<file path="config.mk">
export PLATFORM = sky130hd
export DESIGN_NAME = gks_front
export DESIGN_NICKNAME = d
export VERILOG_FILES = /design/src/rtl/gks_pkg.sv /design/src/rtl/gks_front.sv
export SDC_FILE = /design/constraint.sdc
export NUM_CORES = 2
export LEC_CHECK = 0
export ABC_CLOCK_PERIOD_IN_PS = 11900
export BUFFER_PORTS_ARGS = -buffer_cell sky130_fd_sc_hd__buf_2
export CORE_MARGIN = 1
export CORE_UTILIZATION = 55
export DETAILED_ROUTE_END_ITERATION = 10
export GPL_ROUTABILITY_DRIVEN = 0
export PLACE_DENSITY = 0.77
export SKIP_LAST_GASP = 1
export SYNTH_ARGS = -nofsm -noshare
export SYNTH_HDL_FRONTEND = slang
export SYNTH_SLANG_ARGS = --single-unit
</file>
<file path="constraint.sdc">
create_clock -name vclk -period 11.9
set_input_delay 1.785 -clock vclk [all_inputs]
set_output_delay 1.785 -clock vclk [all_outputs]
set_load 0.02 [all_outputs]
</file>
<file path="src/rtl/gks_pkg.sv">
// Shared types, constants and elaboration-time table functions for the
// Gaussian kernel sum block. No dependencies.
package gks_pkg;

  localparam int EXP_TABLE_DEPTH_DEFAULT = 64;
  localparam int QUEUE_DEPTH = 4;
  localparam logic [16:0] LOG2E_Q16 = 17'd94548;
  localparam int CFG_INDEX_W = 1;
  localparam int CFG_DATA_W = 16;

  typedef enum logic [CFG_INDEX_W-1:0] {
    REG_EXPONENT_SCALE   = 1'b0,
    REG_PEAK_COEFFICIENT = 1'b1
  } cfg_reg_e;

  typedef struct packed {
    logic signed [15:0] point_x;
    logic signed [15:0] point_y;
    logic signed [15:0] point_z;
    logic signed [15:0] center_x;
    logic signed [15:0] center_y;
    logic signed [15:0] center_z;
    logic               last_center;
  } in_item_t;

  typedef struct packed {
    logic [31:0] response;
    logic        saturated;
  } out_item_t;

  typedef struct packed {
    logic [31:0] sq_x;
    logic [31:0] sq_y;
    logic [31:0] sq_z;
    logic        last;
  } sq_item_t;

  typedef struct packed {
    logic full;
    logic empty;
  } queue_status_t;

  // Truncating Q0.32 multiply; operands stay below 2^32.
  function automatic logic [63:0] mul_q32(input logic [63:0] a, input logic [63:0] b);
    logic [63:0] p;
    p = a * b;
    return p >> 32;
  endfunction

  function automatic logic [63:0] pow_q32(input logic [63:0] x, input int unsigned n);
    logic [63:0] acc;
    logic [63:0] base;
    logic        have;
    int unsigned m;
    acc  = '0;
    base = x;
    have = 1'b0;
    m    = n;
    for (int k = 0; k < 32; k++) begin
      if (m != 0) begin
        if (m[0]) begin
          acc  = have ? mul_q32(acc, base) : base;
          have = 1'b1;
        end
        m = m >> 1;
        if (m != 0) begin
          base = mul_q32(base, base);
        end
      end
    end
    return acc;
  endfunction

  // Largest Q0.32 root whose depth-th power is at most one half.
  function automatic logic [63:0] exp_root(input int unsigned depth);
    logic [63:0] lo;
    logic [63:0] hi;
    logic [63:0] mid;
    lo = '0;
    hi = 64'hFFFF_FFFF;
    for (int k = 0; k < 34; k++) begin
      if (lo < hi) begin
        mid = lo + ((hi - lo + 64'd1) >> 1);
        if (pow_q32(mid, depth) <= 64'h8000_0000) begin
          lo = mid;
        end else begin
          hi = mid - 64'd1;
        end
      end
    end
    return lo;
  endfunction

  function automatic logic [16:0] exp_entry(input logic [63:0] root, input int unsigned i);
    logic [63:0] p;
    logic [63:0] r;
    p = root;
    if (i == 0) begin
      return 17'h10000;
    end
    for (int unsigned k = 1; k < i; k++) begin
      p = mul_q32(p, root);
    end
    r = (p + 64'h8000) >> 16;
    return r[16:0];
  endfunction

endpackage

</file>
<file path="src/rtl/gks_front.sv">
// Input side: takes transfers while the queue has room and forms the
// per-axis squared distances. Depends on gks_pkg.
module gks_front (
  input  logic                  in_valid,
  output logic                  in_ready,
  input  gks_pkg::in_item_t     in_item,
  input  gks_pkg::queue_status_t q_status,
  output logic                  push,
  output gks_pkg::sq_item_t     push_item
);
  import gks_pkg::*;

  function automatic logic [31:0] sq_diff(input logic signed [15:0] a,
                                          input logic signed [15:0] b);
    logic signed [16:0] d;
    logic [15:0]        m;
    d = {a[15], a} - {b[15], b};
    m = d[16] ? 16'(-d) : 16'(d);
    return m * m;
  endfunction

  assign in_ready = !q_status.full;
  assign push     = in_valid && in_ready;

  always_comb begin
    push_item.sq_x = sq_diff(in_item.point_x, in_item.center_x);
    push_item.sq_y = sq_diff(in_item.point_y, in_item.center_y);
    push_item.sq_z = sq_diff(in_item.point_z, in_item.center_z);
    push_item.last = in_item.last_center;
  end

endmodule

</file>
**After elaboration in Yosys (flattened, before gate mapping)**

Index checks and enable logic that the tools add are counted.

- Flip-flop bits (word level): 0
- Output and inout port bits: 99
- Input bits: 100
- Logic and storage cells: 14

- Mux-type cells: 3
- Add/subtract/negate cells: 6
- $mul: 3
- Reduce and logical (&&, ||, !) cells: 2

Operators by type and width:

| operator | count |
|---|---|
| multiplier 16 x 16 -> 32 bit | 3 |
| subtractor 16 x 16 -> 17 bit | 3 |
| two-way mux 16 bit | 3 |
| negation 16 bit | 3 |
| logical AND 1 bit | 1 |
| zero test 1 bit | 1 |

**Logic depth before layout (Yosys ltp)**

- Word-level depth: 4
- Mapped depth: 39
- Mapped depth without buffers: 37

**Least setup slack after synthesis**

OpenSTA, ideal clock, no wires.

- Kind: input port to output port
- Start: input in_item[65] (netlist bit)
- End: output push_item[61] (netlist bit)
- Path slack: -0.162 ns
- Buffers on the path: 1
- Stages on the path: 31
- Arrival: 10.277 ns
- Cells stage by stage: inv_1 ha_1 fa_1 nand4b_1 o32a_1 o22a_1 o32ai_2 o31a_1 or4b_4 o31ai_2 xnor2_1 inv_2 buf_4 nand2_1 fa_1 fa_1 fa_1 fa_1 fa_1 fa_1 inv_1 ha_1 a21oi_1 o21bai_1 a21o_1 a21o_1 a21oi_1 o21ai_0 a2111oi_0 nor3_1 nor3_1

RTL lines:

| what | line | RTL |
|---|---|---|
| start, declared | gks_front.sv:6 | `input gks_pkg::in_item_t in_item,` |
| end, declared | gks_front.sv:9 | `output gks_pkg::sq_item_t push_item` |

==> flow_metrics.tcl <==
set metrics [dict create \
    post_drt_wl_per_cell_um 16.2 \
    io_pins 199 \
    worstSetupEndpointType "output pin" \
    num_rows 77 \
    critPathArrivalTime_ns 10.31 \
    tightest_slew_ns 0.668 \
    port-buffer-count 193 \
    grt_start_max_net_pins 20 \
    layout.clock_buffers 0 \
    setup_repair_after_global_routing_missed_its_margin "true" \
    netlist_area_sq_um 25000 \
    holdPathEnd "push_item[0]" \
    flip_flop_and_latch_area_sq_um 0 \
    dr.pass1.iters 6 \
    post_synthesis_share_of_cell_area_spent_on_and_or_nand_and_nor_gates_pct 13.7 \
    hold_path_startpoint "in_item[0]" \
    synth_top_family_by_area "adder cells" \
    drt_drc_violations_left 0 \
    failing_checks "negative setup slack" \
    areaGrowthSynthToFinish_pct 24.7 \
    max_stage_delay_ns 0.54 \
    run_status "finished with violations" \
    max_freq_mhz 82.7 \
    number_of_cells_on_the_worst_hold_path 0 \
    worstPathBufferInverterCount 10 \
    timing.critical_path.max_delay_family "adder cells" \
    post_synth_main_area_contributors "fa_1 39%, ha_1 17%, inv_1 11%, nor2_1 4.5%, xnor2_1 3.6%" \
    required_ns 10.12 \
    die_h_um 215 \
    dr.first_iter.drc_count 1397 \
    finalHoldWorstSlack_ns 3.57 \
    globalRouteOverflowTotal 0 \
    n_antenna_cell 0 \
    avgViaCountPerCell 5.44 \
    critical_path.most_common_cell "fa_1" \
    seq_cell_count 0 \
    finish.net_count 4492 \
    area_enclosed_by_the_die_boundary_sq_um 46200 \
    yosys.area_share.xor_xnor_pct 6.02 \
    wire_length_of_the_first_global_routing_pass_um 110000 \
    final_layout_size_suffix_gt1_share_pct 25.0 \
    postSynthCellCount 2992 \
    synth_fa_ha_area_share_pct 56.4 \
    finalWorstPathRequiredPeriod_ns 12.10 \
    drv.max_cap_violation_count 0 \
    timing_max_transition_violations_final 0 \
    synth_top_cell_area_share_pct 39.4 \
    grt_antenna_before_repair 0 \
    ys.warnings.count 0 \
    hpwlAfterDp_um 56100 \
    route.vias.total 22600 \
    floorplan.initialDensity_pct 56.1 \
    synth_cell_type_count 98 \
    die-width_um 215 \
    final.period_utilization_pct 102 \
    finalWorstSetupSlack_ns -0.198 \
    worst_path_max_delay_cell "fa_1" \
    synthMuxAreaShare_pct 0.221 \
    timing_worst_setup_path_type "in -> out" \
    critical_path.startpoint_type "input pin" \
    detailed_route_wl_um 67100 \
    max_slew_margin_pct 55.4 \
    fp.coreArea_sq_um 44500 \
    post-synth-top-area-cell "fa_1" \
    synth_compound_gate_area_share_pct 11.0 \
    grt_util_all_layers_pct 28.4 \
    seq_area_frac_synth_pct 0 \
    post_synth.cell_area_avg_sq_um 8.34 \
    number_of_global_route_vias_before_repair 24200 \
    hold_class "in -> out" \
    timing_hold_violations_final 0 \
    antenna_left 0 \
    final_setup_violations 3 \
    critical_path_peak_fanout 3 \
]
## through the flow
| stage | std cells | utilization, % | setup TNS (ns) | worst slack (ns) | area (sq um) |
|---|---|---|---|---|---|
| final | 4152 | 69.9 | -0.284 | -0.198 | 31100 |
| after detailed placement | 4099 | 65.8 | -8.00 | -0.781 | 29300 |
| after global routing | 4152 | 69.9 | -4.26 | -0.461 | 31100 |
| after global placement | 4099 | 65.8 | -3.07 | -0.498 | 29300 |
| after CTS | 4124 | 67.8 | -0.118 | -0.0903 | 30200 |
| after floorplan | 2994 | - | 0 | 0.0300 | 25000 |
## area by class of cell
cell class / instances / area (sq um)
fillers: 3212 / 13400
inverters: 779 / 2950
multi-input cells: 2160 / 23100
well taps: 592 / 741
repair buffers: 621 / 4370
## cell usage in the layout (no fill, tap or decap), types with 8 or more instances in the layout
master    synthesis  layout
nand2b_1         29      26
ha_1            339     316
a21oi_1         122      92
nor2_2            0      16
o21ai_0          63      44
a21oi_2           1      25
nand3b_1         10      10
or3_1            19      16
buf_2             4     168
fa_1            491     481
or2_2             8       8
buf_4             6     427
nor2b_1          27      23
xnor2_1         103      89
inv_1           760     744
o21ai_1           6       9
inv_2             9      21
xor2_1           56      51
buf_6             1      22
o21bai_1         19      19
and3_1           11       9
nand2_2           0      13
nand3_1          24      21
o21a_1           17      15
o21ai_2           1      13
ha_4              0      22
fa_2              0      10
a31oi_1          18      15
a21o_1           56      55
nor3_1           38      33
nand2_1         229     216
and2_1           14      13
nor2_1          297     276
nand4_1           8       8
xnor2_2           2      16
## worst max path at each step
stage | to | cells after the start | startpoint | slack, ns
6_report | push_item[96] | 37 | in_item[81] | -0.20
5_1_grt | push_item[96] | 36 | in_item[81] | -0.46
4_1_cts | push_item[64] | 34 | in_item[65] | -0.09
3_5_place_dp | push_item[64] | 35 | in_item[17] | -0.78
3_3_place_gp | push_item[64] | 35 | in_item[17] | -0.50
2_1_floorplan | push_item[95] | 34 | in_item[81] | 0.03
## Yosys cell counts, types with 8 or more instances
library cell,number
xor2_1,56
o21ai_0,63
a211oi_1,9
nand4_1,8
a21oi_1,122
or3_1,19
nand3_1,24
nor3_1,38
a21o_1,56
xnor2_1,103
o21bai_1,19
nand2_1,229
nor2b_1,27
clkinv_1,10
and2_1,14
inv_1,760
fa_1,491
a31oi_1,18
clkbuf_1,44
inv_2,9
or2_2,8
and3_1,11
nand2b_1,29
nand3b_1,10
ha_1,339
nor2_1,297
o21a_1,17
## cell families (layout without fill, tap and decap cells)
family	Yosys count	in the layout
AO/OA/AOI/OAI	405	406
XOR/XNOR	165	165
adder cells (fa/ha/maj)	830	830
buffers and inverters	835	1400
multiplexers	5	5
other	1	3
AND/OR/NAND/NOR	751	751
## metal layers
layer / up-vias / wire length [um] / GRT usage, %
met2: 897 / 35100 / 53.0
met4: 0 / 2850 / 10.8
li1: 10400 / - / -
met1: 11100 / 25500 / 34.0
met3: 226 / 3630 / 2.08
met5: - / 0 / 0
## timing repair
action,4_1_cts,5_1_grt
gates resized for setup,155,170
hold endpoints to repair,0,0
buffers inserted,25,32
gates cloned,1,0
setup endpoints to repair,28,35
hold buffers,0,0
pin swaps,76,109
Power is left out: the tool's default activity adds up to more than one toggle a clock period on the data nets, which glitch-free logic cannot reach.
