$ cat config.mk
export PLATFORM = sky130hd
export DESIGN_NAME = gks_queue
export DESIGN_NICKNAME = d
export VERILOG_FILES = /design/src/rtl/gks_pkg.sv /design/src/rtl/gks_queue.sv
export SDC_FILE = /design/constraint.sdc
export NUM_CORES = 1
export LEC_CHECK = 0
export BUFFER_PORTS_ARGS = -buffer_cell sky130_fd_sc_hd__buf_4
export CORE_MARGIN = 4
export CORE_UTILIZATION = 57
export DETAILED_ROUTE_END_ITERATION = 7
export PLACE_DENSITY = 0.79
export SYNTH_ARGS = -nofsm -noshare
export SYNTH_HDL_FRONTEND = slang
export SYNTH_SLANG_ARGS = --single-unit
$ cat constraint.sdc
create_clock -name clk -period 3.6 [get_ports clk]
set_input_delay 0 -clock clk [delete_from_list [all_inputs] [get_ports clk]]
set_output_delay 0 -clock clk [all_outputs]
set_load 0.02 [all_outputs]
$ cat src/rtl/gks_pkg.sv
// Shared types, constants and elaboration-time table functions for the
// Gaussian kernel sum block. No dependencies.
package gks_pkg;

  localparam int EXP_TABLE_DEPTH_DEFAULT = 64;
  localparam int QUEUE_DEPTH = 4;
  localparam logic [16:0] LOG2E_Q16 = 17'd94548;
  localparam int CFG_INDEX_W = 1;
  localparam int CFG_DATA_W = 16;

  typedef enum logic [CFG_INDEX_W-1:0] {
    REG_EXPONENT_SCALE   = 1'b0,
    REG_PEAK_COEFFICIENT = 1'b1
  } cfg_reg_e;

  typedef struct packed {
    logic signed [15:0] point_x;
    logic signed [15:0] point_y;
    logic signed [15:0] point_z;
    logic signed [15:0] center_x;
    logic signed [15:0] center_y;
    logic signed [15:0] center_z;
    logic               last_center;
  } in_item_t;

  typedef struct packed {
    logic [31:0] response;
    logic        saturated;
  } out_item_t;

  typedef struct packed {
    logic [31:0] sq_x;
    logic [31:0] sq_y;
    logic [31:0] sq_z;
    logic        last;
  } sq_item_t;

  typedef struct packed {
    logic full;
    logic empty;
  } queue_status_t;

  // Truncating Q0.32 multiply; operands stay below 2^32.
  function automatic logic [63:0] mul_q32(input logic [63:0] a, input logic [63:0] b);
    logic [63:0] p;
    p = a * b;
    return p >> 32;
  endfunction

  function automatic logic [63:0] pow_q32(input logic [63:0] x, input int unsigned n);
    logic [63:0] acc;
    logic [63:0] base;
    logic        have;
    int unsigned m;
    acc  = '0;
    base = x;
    have = 1'b0;
    m    = n;
    for (int k = 0; k < 32; k++) begin
      if (m != 0) begin
        if (m[0]) begin
          acc  = have ? mul_q32(acc, base) : base;
          have = 1'b1;
        end
        m = m >> 1;
        if (m != 0) begin
          base = mul_q32(base, base);
        end
      end
    end
    return acc;
  endfunction

  // Largest Q0.32 root whose depth-th power is at most one half.
  function automatic logic [63:0] exp_root(input int unsigned depth);
    logic [63:0] lo;
    logic [63:0] hi;
    logic [63:0] mid;
    lo = '0;
    hi = 64'hFFFF_FFFF;
    for (int k = 0; k < 34; k++) begin
      if (lo < hi) begin
        mid = lo + ((hi - lo + 64'd1) >> 1);
        if (pow_q32(mid, depth) <= 64'h8000_0000) begin
          lo = mid;
        end else begin
          hi = mid - 64'd1;
        end
      end
    end
    return lo;
  endfunction

  function automatic logic [16:0] exp_entry(input logic [63:0] root, input int unsigned i);
    logic [63:0] p;
    logic [63:0] r;
    p = root;
    if (i == 0) begin
      return 17'h10000;
    end
    for (int unsigned k = 1; k < i; k++) begin
      p = mul_q32(p, root);
    end
    r = (p + 64'h8000) >> 16;
    return r[16:0];
  endfunction

endpackage

$ cat src/rtl/gks_queue.sv
// Short FIFO between the front and the back pipeline.
// Depends on gks_pkg.
module gks_queue #(
  parameter int DEPTH = gks_pkg::QUEUE_DEPTH
) (
  input  logic                   clk,
  input  logic                   rst,
  input  logic                   push,
  input  gks_pkg::sq_item_t      push_item,
  input  logic                   pop,
  output gks_pkg::sq_item_t      pop_item,
  output gks_pkg::queue_status_t q_status
);
  import gks_pkg::*;

  localparam int PTR_W = (DEPTH > 1) ? $clog2(DEPTH) : 1;
  localparam int CNT_W = $clog2(DEPTH + 1);
  localparam logic [PTR_W-1:0] LAST_PTR = PTR_W'(DEPTH - 1);
  localparam logic [CNT_W-1:0] FULL_CNT = CNT_W'(DEPTH);

  sq_item_t         mem [DEPTH];
  logic [PTR_W-1:0] wr_ptr;
  logic [PTR_W-1:0] rd_ptr;
  logic [CNT_W-1:0] count;

  always_ff @(posedge clk) begin
    if (push) begin
      mem[wr_ptr] <= push_item;
    end
  end

  always_ff @(posedge clk) begin
    if (rst) begin
      wr_ptr <= '0;
      rd_ptr <= '0;
      count  <= '0;
    end else begin
      if (push) begin
        wr_ptr <= (wr_ptr == LAST_PTR) ? '0 : wr_ptr + 1'b1;
      end
      if (pop) begin
        rd_ptr <= (rd_ptr == LAST_PTR) ? '0 : rd_ptr + 1'b1;
      end
      if (push && !pop) begin
        count <= count + 1'b1;
      end else if (pop && !push) begin
        count <= count - 1'b1;
      end
    end
  end

  assign pop_item       = mem[rd_ptr];
  assign q_status.full  = (count == FULL_CNT);
  assign q_status.empty = (count == '0);

endmodule

[Word-level counts from Yosys, hierarchy flattened]
Memories as Yosys holds them, arrays and structs flattened. A register that Yosys moved wholly into a read port is not among the register bits.
Index checks and enable logic that the tools add are counted.
Cells by class
  add/sub/neg operators: 4
  equal/unequal tests: 3
  multiplexer cells: 8
  reductions and logical operators: 6
Operator list (count)
  $mux 2: 4
  $mux 3: 2
  $add 2x1->2 const B: 2
  $eq 2x2->1 const B: 2
  $add 3x1->3 const B: 1
  $eq 3x3->1 const B: 1
  $logic_not 3->1: 1
  $sub 3x1->3 const B: 1
  $logic_and 1x1->1: 2
  $logic_not 1->1: 2
  $mux 1: 2
  $reduce_bool 2->1: 1
Word-level totals
  flip-flop bits (word level): 7
  bits in writable memories: 388
  bits of input ports: 101
  output and inout bits: 99
  memories kept: 1
Memories
  mem: depth 4, width 97, rd ports 1, clocked after Yosys merged registers in 1, write ports 1, RTL line gks_queue.sv:21  | sq_item_t mem [DEPTH];

[Logic depth before layout (Yosys ltp)]
  depth after elaboration: 4
  depth in mapped cells: 7
  depth with buffers taken out: 7

[Worst setup path after synthesis]
OpenSTA, ideal clock, no wires.
  path kind: register -> register
  start point: register wr_ptr[0]
  end point: memory mem[3][0] (netlist bit) (enable)
  arrival: 2790 ps
  slack: 344 ps
  cell stages (with the launch flop): 3
  clock period less this slack: 3256 ps
  cells stage by stage: dfxtp_1 > ha_1 > and2_1
RTL lines
  start: declaration: RTL line gks_queue.sv:22  | logic [PTR_W-1:0] wr_ptr;
  start signal: assignment: RTL line gks_queue.sv:39  | wr_ptr <= (wr_ptr == LAST_PTR) ? '0 : wr_ptr + 1'b1;
  end: declaration: RTL line gks_queue.sv:21
Straight into the memory's write port.

==> impl_results.md <==
- Clk sink count: 397
- Wire length on met3: 2110 um
- Standard cell with the maximum stage delay on the critical path: sky130_fd_sc_hd__dfxtp_4
- Global Route Usage Sum: 20.9%
- Proportion of synthesized flip-flops having asynchronous set or reset: 0%
- Post-Synth XOR/XNOR Area: 0.121%
- Vias per std cell: 5.70
- I/O pin count: 200
- YS warnings: 0
- Worst slew margin relative to its limit: 42.4%
- Sum of overflow across all layers after global routing: 0
- Simple-gate area share of the yosys netlist: 0.538%
- Post-synthesis cell type with the largest combined area: sky130_fd_sc_hd__edfxtp_1
- Netlist area before placement: 14400 um^2
- Iteration-0 DRC Markers: 736
- Total met2 wirelength after detailed routing: 15200 um
- Worst voltage drop across the vdd grid: 519 uV
- Leading post-synthesis cells by cell area: sky130_fd_sc_hd__edfxtp_1 81%, sky130_fd_sc_hd__mux4_2 15%, sky130_fd_sc_hd__dfxtp_1 1.2%
- Leakage power: 6.32 nW
- TritonCTS clock tree: done
- Number of buffers added on ports: 199
- Die Area: 27900 um^2
- Worst Skew: 11.5 ps
- CP Data Arrival Time: 2460 ps
- Type of element launching the critical path: register
- Insertion delay to the later sink of the worst-skew pair: 510 ps
- Share of cells above drive strength 1: 39.6%
- Peak clock frequency supported by timing: 407 MHz
- Count of hold buffers inserted by post-cts repair: 100
- Mapped Cells: 551
- Worst reg2reg setup slack: 1610 ps
- Die outline height: 167 um
- Antenna violations before repair: 2
- Synthesis-to-layout area growth: 28.4%
- Met1 WL: 11100 um
- DP HPWL: 16300 um
- Leading cell types by count after synthesis: 388 x sky130_fd_sc_hd__edfxtp_1, 97 x sky130_fd_sc_hd__mux4_2, 11 x sky130_fd_sc_hd__buf_2
- Accumulated negative setup slack: 0 ps
- Slew at the pin with the worst max-slew slack: 863 ps
- Post-synth EDFFs: 388
- Antenna Violating Nets Remaining: 0
- Die width: 167 um
- Cells resized by post-CTS repair: 0
- Dominant combinational cell family by area after synthesis: multiplexers
- Cell Chain, Critical Path: buf_12 -> mux4_2 -> buf_4
- Via count: 7007
- Count of max-cap constraint violations: 0
- Count of unique library cells instantiated by Yosys: 19
- Fin area: 18500 um^2
- Largest fanout on the critical path: 37
- Sequential cell area fraction in the yosys report: 82.0%
- Period Utilization, post-route: 68.3%
- Placed inst area: 16300 um^2
- CTS clk-pin slew, worst paths: 60 ps
- Maximum level of the CTS H-tree: 2
- Post-CTS setup buffer count: 0
- RSZ-0062 raised after global routing: false
- Net count reported at finish: 984
- Avg Cell Area, Syn: 26.2 um^2
- Power after layout: 10.3 mW
- Final-report setup violation count: 0
- Detail-routed net length per standard cell: 23.4 um
- CTS Root Cell: sky130_fd_sc_hd__clkbuf_16
- Total clock buffers created by CTS: 39
- Worst min-delay path class: in -> reg
- Row Count: 57
- Max clock buf depth: 3
- Result of the run: finished, final reports clean
- Largest net degree at the start of global routing: 59
- Vias in the first global route: 7656
- Compound-gate portion of the synthesized area: 0.104%
- Initial cell density of the core: 58.6%
- Total of flip-flops plus latches after synthesis: 397
- Maximum cell stage delay along the critical path: 790 ps
- Final number of max-transition violations: 0
- Worst Hold Margin: 241 ps
- Critical path class: reg -> out
- Adder-cell area share of the yosys netlist: 0.659%
- Syn Nets: 659
- Wire length reported by the detailed router: 28800 um
- Crit end category: output pin
- Number of search-and-repair iterations in the first detailed-routing pass: 5
- Share of synthesized area spent on multiplexers: 15.4%
- P per Cell Area: 555 nW/um^2
- Hold violation count in the final report: 0
- Global-route wire length before repair: 45200 um
- Tmin final: 2460 ps
- Area share of the largest cell type after synthesis: 80.8%
- Area of the core: 24600 um^2
- RD Place Congestion: 0.738
- Number of remaining DRC errors: 0
- Most used standard cell by instance count after synthesis: sky130_fd_sc_hd__edfxtp_1
- Top flip-flop cell by instance count after synthesis: sky130_fd_sc_hd__edfxtp_1
- Top metal layer carrying routed signals: met4
- Required time at the worst-slack endpoint: 3600 ps
- Fillcell total: 1329
[metal layers]
| layer | vias up | GRT usage [%] |
|---|---|---|
| met1 | 3635 | 28.5 |
| met5 | - | 0 |
| met2 | 319 | 35.9 |
| met4 | 0 | 4.06 |
| met3 | 35 | 4.50 |
| li1 | 3018 | - |
[layout by cell type (no fill, tap or decap), drive strengths merged]
master	netlist	routed
diode	0	2
buf	16	206
mux4	97	97
nor2	7	7
dfxtp	9	9
ha	6	6
bufinv	0	1
mux2i	4	4
nor3b	2	2
a21oi	2	2
fa	1	1
o21ai	1	1
edfxtp	388	388
xor2	2	2
clkinv	0	13
inv	4	4
and2	4	4
dlygate4sd3	0	100
or3	1	1
nor3	1	1
clkbuf	6	55
[state kept, by name (all words and copies together), names as in the netlist, named ones only]
name / flops
mem: 388
count: 3
rd_ptr: 2
wr_ptr: 2
[critical path: cells and delay by family, from the launching register on]
kind | cells | cell delay, ps
buf+inv | 2 | 550
mux | 1 | 580
flops | 1 | 790
[path summary, 6_finish.rpt]
check / cells after the start / from / to
setup / recovery: 3 / register / pop_item[60]
hold / removal: 2 / push_item[94] / mem[3][94]$_DFFE_PP_
setup reg to reg: 4 / wr_ptr[0]$_SDFFE_PP0P_ / mem[0][96]$_DFFE_PP_
hold reg to reg: 2 / rd_ptr[1]$_SDFFE_PP0P_ / register
[kinds of logic after synthesis]
family | after synthesis
fa+ha+maj | 7
xor+xnor | 2
buf+inv | 26
flops | 397
compound gates | 3
mux | 101
simple gates | 15
[area by class of cell]
class / instances / area, um^2 / share of cell area [%]
flip-flops and latches: 397 / 11800 / 63.9
inverters: 4 / 15.0 / 0.0811
clock inverters: 14 / 90.1 / 0.486
multi-input cells: 128 / 2440 / 13.2
well taps: 324 / 405 / 2.19
clock buffers: 55 / 1090 / 5.88
repair buffers: 306 / 2640 / 14.2
diodes: 2 / 5.00 / 0.0270
[per-stage QoR]
step | utilization (%) | cells | setup slack, ps
CTS | 75.2 | 1228 | 1060
finish | 75.3 | 1230 | 1140
global route | 75.3 | 1230 | 959
floorplan | - | 551 | 344
detailed placement | 66.4 | 1059 | 1570
global placement | 66.4 | 1059 | 1590
[report_power, final]
part / internal [mW] / switching [mW] / total, mW
Combinational: 0.569 / 0.600 / 1.17
Clock: 2.18 / 1.55 / 3.72
Sequential: 5.30 / 0.0850 / 5.38
Total: 8.04 / 2.23 / 10.3
Power figures use the tool's default switching activity.
