File: config.mk
export PLATFORM = sky130hd
export DESIGN_NAME = gks_back
export DESIGN_NICKNAME = d
export VERILOG_FILES = /design/src/rtl/gks_pkg.sv /design/src/rtl/gks_back.sv
export SDC_FILE = /design/constraint.sdc
export NUM_CORES = 2
export LEC_CHECK = 0
export BUFFER_PORTS_ARGS = -buffer_cell sky130_fd_sc_hd__clkbuf_2
export CORE_MARGIN = 4
export CORE_UTILIZATION = 50
export DETAILED_ROUTE_END_ITERATION = 12
export PLACE_DENSITY = 0.66
export SLEW_MARGIN = 10
export SYNTH_ARGS = -nofsm -noshare
export SYNTH_HDL_FRONTEND = slang
export SYNTH_SLANG_ARGS = --single-unit
File: constraint.sdc
create_clock -name clk -period 7.9 [get_ports clk]
set_input_delay 0.79 -clock clk [delete_from_list [all_inputs] [get_ports clk]]
set_output_delay 0.79 -clock clk [all_outputs]
set_load 0.01 [all_outputs]
File: src/rtl/gks_pkg.sv
// Shared types, constants and elaboration-time table functions for the
// Gaussian kernel sum block. No dependencies.
package gks_pkg;

  localparam int EXP_TABLE_DEPTH_DEFAULT = 64;
  localparam int QUEUE_DEPTH = 4;
  localparam logic [16:0] LOG2E_Q16 = 17'd94548;
  localparam int CFG_INDEX_W = 1;
  localparam int CFG_DATA_W = 16;

  typedef enum logic [CFG_INDEX_W-1:0] {
    REG_EXPONENT_SCALE   = 1'b0,
    REG_PEAK_COEFFICIENT = 1'b1
  } cfg_reg_e;

  typedef struct packed {
    logic signed [15:0] point_x;
    logic signed [15:0] point_y;
    logic signed [15:0] point_z;
    logic signed [15:0] center_x;
    logic signed [15:0] center_y;
    logic signed [15:0] center_z;
    logic               last_center;
  } in_item_t;

  typedef struct packed {
    logic [31:0] response;
    logic        saturated;
  } out_item_t;

  typedef struct packed {
    logic [31:0] sq_x;
    logic [31:0] sq_y;
    logic [31:0] sq_z;
    logic        last;
  } sq_item_t;

  typedef struct packed {
    logic full;
    logic empty;
  } queue_status_t;

  // Truncating Q0.32 multiply; operands stay below 2^32.
  function automatic logic [63:0] mul_q32(input logic [63:0] a, input logic [63:0] b);
    logic [63:0] p;
    p = a * b;
    return p >> 32;
  endfunction

  function automatic logic [63:0] pow_q32(input logic [63:0] x, input int unsigned n);
    logic [63:0] acc;
    logic [63:0] base;
    logic        have;
    int unsigned m;
    acc  = '0;
    base = x;
    have = 1'b0;
    m    = n;
    for (int k = 0; k < 32; k++) begin
      if (m != 0) begin
        if (m[0]) begin
          acc  = have ? mul_q32(acc, base) : base;
          have = 1'b1;
        end
        m = m >> 1;
        if (m != 0) begin
          base = mul_q32(base, base);
        end
      end
    end
    return acc;
  endfunction

  // Largest Q0.32 root whose depth-th power is at most one half.
  function automatic logic [63:0] exp_root(input int unsigned depth);
    logic [63:0] lo;
    logic [63:0] hi;
    logic [63:0] mid;
    lo = '0;
    hi = 64'hFFFF_FFFF;
    for (int k = 0; k < 34; k++) begin
      if (lo < hi) begin
        mid = lo + ((hi - lo + 64'd1) >> 1);
        if (pow_q32(mid, depth) <= 64'h8000_0000) begin
          lo = mid;
        end else begin
          hi = mid - 64'd1;
        end
      end
    end
    return lo;
  endfunction

  function automatic logic [16:0] exp_entry(input logic [63:0] root, input int unsigned i);
    logic [63:0] p;
    logic [63:0] r;
    p = root;
    if (i == 0) begin
      return 17'h10000;
    end
    for (int unsigned k = 1; k < i; k++) begin
      p = mul_q32(p, root);
    end
    r = (p + 64'h8000) >> 16;
    return r[16:0];
  endfunction

endpackage

File: src/rtl/gks_back.sv
// Back pipeline: distance scaling, exp2 table lookup, peak scaling and the
// saturating accumulator with the result register. Depends on gks_pkg.
module gks_back #(
  parameter int EXP_TABLE_DEPTH = gks_pkg::EXP_TABLE_DEPTH_DEFAULT
) (
  input  logic                   clk,
  input  logic                   rst,
  input  gks_pkg::queue_status_t q_status,
  input  gks_pkg::sq_item_t      pop_item,
  output logic                   pop,
  input  logic [15:0]            exponent_scale,
  input  logic [15:0]            peak_coefficient,
  output logic                   out_valid,
  input  logic                   out_ready,
  output gks_pkg::out_item_t     out_item
);
  import gks_pkg::*;

  localparam int IDX_W = $clog2(EXP_TABLE_DEPTH);
  localparam logic [63:0] EXP_ROOT = exp_root(EXP_TABLE_DEPTH);
  localparam logic [IDX_W:0] DEPTH_C = (IDX_W + 1)'(EXP_TABLE_DEPTH);

  logic [16:0] exp_rom [EXP_TABLE_DEPTH];
  for (genvar g = 0; g < EXP_TABLE_DEPTH; g++) begin : g_rom
    assign exp_rom[g] = exp_entry(EXP_ROOT, g);
  end

  logic adv;
  logic [6:1] vld;
  logic [6:1] lst;

  logic [33:0]       d2;
  logic [33:0]       t;
  logic [50:0]       u;
  logic [IDX_W-1:0]  idx;
  logic [4:0]        shift4;
  logic              zero4;
  logic [16:0]       entry;
  logic [4:0]        shift5;
  logic              zero5;
  logic [32:0]       prod;
  logic [5:0]        shamt;
  logic              zero6;

  logic [31:0] running_sum;
  logic        clip_seen;

  logic [49:0]         scaled;
  logic [50:0]         u_full;
  logic [IDX_W+32:0]   frac_scaled;
  logic [32:0]         term;
  logic [32:0]         sum;
  logic [31:0]         sum_sat;
  logic                clip_next;

  assign adv = !out_valid || out_ready;
  assign pop = adv && !q_status.empty;

  always_comb begin
    scaled      = d2 * exponent_scale;
    u_full      = t * LOG2E_Q16;
    frac_scaled = u[31:0] * DEPTH_C;
    term        = zero6 ? '0 : (prod >> shamt);
    sum         = {1'b0, running_sum} + term;
    sum_sat     = sum[32] ? '1 : sum[31:0];
    clip_next   = clip_seen | sum[32];
  end

  always_ff @(posedge clk) begin
    if (rst) begin
      vld <= '0;
    end else if (adv) begin
      vld <= {vld[5:1], !q_status.empty};
    end
  end

  always_ff @(posedge clk) begin
    if (adv) begin
      lst    <= {lst[5:1], pop_item.last};
      d2     <= 34'(pop_item.sq_x) + 34'(pop_item.sq_y) + 34'(pop_item.sq_z);
      t      <= scaled[49:16];
      u      <= u_full;
      idx    <= frac_scaled[32 +: IDX_W];
      shift4 <= u[36:32];
      zero4  <= |u[50:37];
      entry  <= exp_rom[idx];
      shift5 <= shift4;
      zero5  <= zero4;
      prod   <= entry * peak_coefficient;
      shamt  <= 6'd8 + 6'(shift5);
      zero6  <= zero5;
    end
  end

  always_ff @(posedge clk) begin
    if (rst) begin
      running_sum <= '0;
      clip_seen   <= 1'b0;
      out_valid   <= 1'b0;
    end else begin
      if (out_valid && out_ready) begin
        out_valid <= 1'b0;
      end
      if (adv && vld[6]) begin
        if (lst[6]) begin
          running_sum <= '0;
          clip_seen   <= 1'b0;
          out_valid   <= 1'b1;
        end else begin
          running_sum <= sum_sat;
          clip_seen   <= clip_next;
        end
      end
    end
  end

  always_ff @(posedge clk) begin
    if (adv && vld[6] && lst[6]) begin
      out_item.response  <= sum_sat;
      out_item.saturated <= clip_next;
    end
  end

endmodule

## Word level (Yosys, flattened, before mapping)

Memory sizes are Yosys's and may differ from the RTL's. A register that Yosys moved wholly into a read port is not among the register bits.
Cells that the tools add are included.

- Add/sub/neg operators: 4
- $mul: 3
- Mux-type cells: 7
- Reductions and logical operators: 8
- Shift-type cells: 1
- Bitwise gates (word level): 2

Operator list:

| operator | number |
|---|---|
| $mux 32 | 2 |
| $mul 34x16->50 | 1 |
| $mul 34x15->49 const B | 1 |
| $add 33x32->34 | 1 |
| $add 32x32->33 | 1 |
| $add 32x33->33 | 1 |
| $mul 17x16->33 | 1 |
| $mux 33 | 1 |
| $shr 33x6->33 | 1 |
| $reduce_or 14->1 | 1 |
| $not 6->7 | 1 |
| $add 4x5->6 const A | 1 |
| $logic_and 1x1->1 | 4 |
| $mux 1 | 4 |
| $logic_not 1->1 | 2 |
| $logic_or 1x1->1 | 1 |
| $or 1x1->1 | 1 |

- Output and inout port bits: 35
- Memories kept: 1
- Bits in registers: 254
- ROM bits: 1088

Memories:

| memory | words | bits a word | read ports | clocked after memory_dff | wr ports | line | RTL |
|---|---|---|---|---|---|---|---|
| (no name shown) | 64 | 17 | 1 | 1 | 0 | gks_back.sv:86 | `entry <= exp_rom[idx];` |

## Logic depth before layout (Yosys ltp)

- Depth after elaboration: 5
- Depth in mapped cells: 25

## Worst setup path before layout

No wires, ideal clock.

- Kind: input-to-reg
- Start point: input exponent_scale[7]
- End point: register t[26], data pin
- Library setup time: 0.159 ns
- Setup slack: 0.940 ns
- Cell stages on the path: 24
- Data required time: 7.741 ns
- Arrival: 6.802 ns
- Cells stage by stage: clkbuf_1 -> clkbuf_1 -> nand2_1 -> fa_1 -> inv_1 -> fa_1 -> inv_1 -> fa_1 -> inv_1 -> fa_1 -> fa_1 -> inv_1 -> fa_1 -> inv_1 -> ha_1 -> a21o_1 -> a211o_1 -> a21o_1 -> a311oi_2 -> o31ai_1 -> a2111oi_2 -> nor2_1 -> a311o_1 -> a22oi_1

- Word-level cells in the longest chain between the ends: 1

Ends and longest elaborated chain:

| what | line | RTL |
|---|---|---|
| start: declaration | gks_back.sv:11 | `input logic [15:0] exponent_scale,` |
| $mul 34x16->50 | gks_back.sv:60 | `scaled = d2 * exponent_scale;` |
| net scaled[42] | gks_back.sv:48 | `logic [49:0] scaled;` |
| end signal: assignment | gks_back.sv:81 | `t <= scaled[49:16];` |
| end: declaration | gks_back.sv:33 | `logic [33:0] t;` |

The timed path passes the listed nets, and every way through them passes these cells.
A chain may end at the register's enable or synchronous reset.

## Final worst setup path

- Start point: register d2[11]
- End point: register t[26], data pin

- Word-level cells in the longest chain between the ends: 1

Ends and longest elaborated chain:

| what | line | RTL |
|---|---|---|
| start: declaration | gks_back.sv:32 | `logic [33:0] d2;` |
| start signal: assignment | gks_back.sv:80 | `d2 <= 34'(pop_item.sq_x) + 34'(pop_item.sq_y) + 34'(pop_item.sq_z);` |
| $mul 34x16->50 | gks_back.sv:60 |  |
| net scaled[42] | gks_back.sv:48 |  |

The timed path passes the listed nets, and every way through them passes these cells.

==> impl_metrics.ini <==
[run_status]
status = complete, no violations

[logic_synthesis]
ys_warn_count = 0
synth_area_leaders = fa_1 (36%), ha_1 (13%), edfxtp_1 (13%)
yosys.area.top_type_share_pct = 35.6
synth_ff_type = edfxtp_1
syn_nets = 6641
ys_seq_elements = 247
syn-mean-instance-area_um2 = 9.49
synth_top_area_cell = fa_1
async_flop_share_pct = 0
yosys.cell_types.count = 84
syn-instance-count = 5124
syn_area_mm2 = 0.0486
synth-edff-count = 207
synth-seq-area-share_pct = 14.4

[clock_tree]
cts.sinks = 247
clock_latency_ns = 0.59
cts-root-buf = clkbuf_16
cts_setup_buffers = 0
cts_tree = yes
clk_path_buf_depth = 3
hold_buffers = 0
cts_resized = 0
cts_htree_levels = 2
numCtsBuffers = 34
path_clk_slew_ns = 0.06

[finish]
num-nets-final = 6699
diodes = 0
area_growth_pct = 6.58
num-fill-cells = 8814
layout-drive-gt1-share_pct = 6.28
layout.cells.most_common_list = inv_1 (1023), fa_1 (864), nand2_1 (640)
fin_area_mm2 = 0.0519
layout_commonest_cell = inv_1

[timing]
timing.final.crit_share_pct = 90.3
fin_setup_tns_ns = 0
worst_pin_slew_ns = 1.02
post-route-min-period_ns = 7.13
slew_viol_final = 0
relSlewSlack_pct = 31.8
fin_ws_ns = 0.765
final_hold_viol_count = 0
finalSetupViolations = 0
fmax_ghz = 0.140
hold_slack_ns = 0.376
finClkSkew_ns = 0.0366
rsz0062_at_grt = false

[critical_path]
reg2reg_slack_ns = 0.77
critPathKind = flop to flop
worstPathRequired_ns = 8.32
rr_worst_depth = 21
cp_max_fo = 16
cp-start-kind = flop
r2r_start = d2[11]
crit_start = d2[11]
rr_endpoint = t[26]
crit_arrival_ns = 7.56
cp-end-kind = flop

[flow_run]
maxCapViolCount = 0

[global_route]
grt_max_degree = 118
antenna_found_initial = 1
grt_overflow_total = 0
grt_first_pass_wirelength_um = 191000
gr-usage-all-layers_pct = 22.9
grt_pass1_vias = 37800

[floorplanning]
die_h_um = 320
start_util_pct = 50.4
rows = 114
fp.dieW_um = 320
die_area_mm2 = 0.102
ios = 169
coreArea_mm2 = 0.0966

[placement]
port_buffers = 167
placed_area_mm2 = 0.0508
hpwl_um = 91400
post-place-ws_ns = 0.289
gp_congestion = 0.884

[min_path]
worst_hold_path.endpoint = lst[1]
hold_path_startpoint = pop_item[0]
hold_path.class = input pin to flop
holdPathStages = 1

[routing]
ant_nets = 0
drc = 0
first_pass_iters = 5
viasPerCell = 5.41
drtIter0Drc = 1851
drt-total-wl_um = 114000
routedWlPerCell_um = 17.6
vias = 35100
-- sequential cells by signal, indices dropped and copies added (netlist names) --
signal and cells:
shamt 6, out_valid 1, t 34, shift4 5
out_item 33, entry 17, u 25, zero4 1
idx 6, running_sum 32, vld 6, d2 34
zero6 1, shift5 5, lst 6, zero5 1
prod 33, clip_seen 1
-- synthesized netlist by cell type, types with 26 or more instances --
master / number
nor2_1: 137
nand2_1: 640
nand3_1: 33
edfxtp_1: 207
nor2b_1: 26
mux2i_1: 36
a22o_1: 33
nand2b_1: 50
ha_1: 519
nor3_1: 36
a211oi_1: 29
a21o_1: 101
o21ai_0: 114
xor2_1: 43
dfxtp_1: 40
fa_1: 864
xnor2_1: 97
clkbuf_1: 192
a21oi_1: 195
inv_1: 1023
and2_1: 344
-- area by class of cell --
cell class	instances	area (um2)	share of cell area, %
clock buffer	37	862	1.66
multi-input combinational	3644	37000	71.3
inverter	1028	3870	7.46
clock inverter	22	228	0.439
timing repair buffer	227	1290	2.48
tap	1276	1600	3.08
sequential	247	7020	13.5
-- worst max-delay path, stage by stage, from the launching register on --
cell,delay [ns]
edfxtp_1,0.73
and2_1,0.34
fa_1,0.53
inv_1,0.05
fa_1,0.46
fa_1,0.52
inv_1,0.06
fa_1,0.49
fa_1,0.50
inv_1,0.05
fa_1,0.50
inv_1,0.05
ha_1,0.36
a21o_1,0.21
a211o_1,0.29
a21o_1,0.22
a311oi_2,0.23
o31ai_1,0.22
a2111oi_2,0.46
nor2_1,0.18
a311o_1,0.38
a22oi_1,0.16
-- per-stage QoR --
stage / utilization, % / cells
after global routing: 53.7 / 6481
after floorplan: - / 5124
after detailed placement: 52.6 / 6422
after CTS: 53.7 / 6481
after global placement: 52.6 / 6422
final: 53.7 / 6481
-- metal layers --
layer,vias up,wire [um],track usage (%)
met4,0,3580,6.96
li1,16400,-,-
met3,220,6150,3.26
met5,-,0,0
met1,17600,47100,29.2
met2,935,57200,40.4
-- cells by family (layout without fill, tap and decap cells) --
kind of cell	count (synthesis)	in the layout	share of synthesized area, %
adder cells (fa/ha/maj)	1383	1383	48.9
AO/OA/AOI/OAI	689	689	9.34
buffers and inverters	1233	1314	9.55
AND/OR/NAND/NOR	1372	1372	13.6
XOR/XNOR	141	141	2.55
multiplexers	59	59	1.67
flip-flops	247	247	14.4
-- how the worst max path moves through the flow --
stage                        to  cells after the start  slack (ns)
after detailed placement  t[32]                     24        0.29
after global placement    t[32]                     24        0.33
after global routing      t[26]                     20        0.48
after CTS                 t[26]                     21        0.78
final                     t[26]                     21        0.77
after floorplan           t[26]                     24        0.94
Power is left out: the tool's default activity adds up to more than one toggle a clock period on the data nets, which glitch-free logic cannot reach.
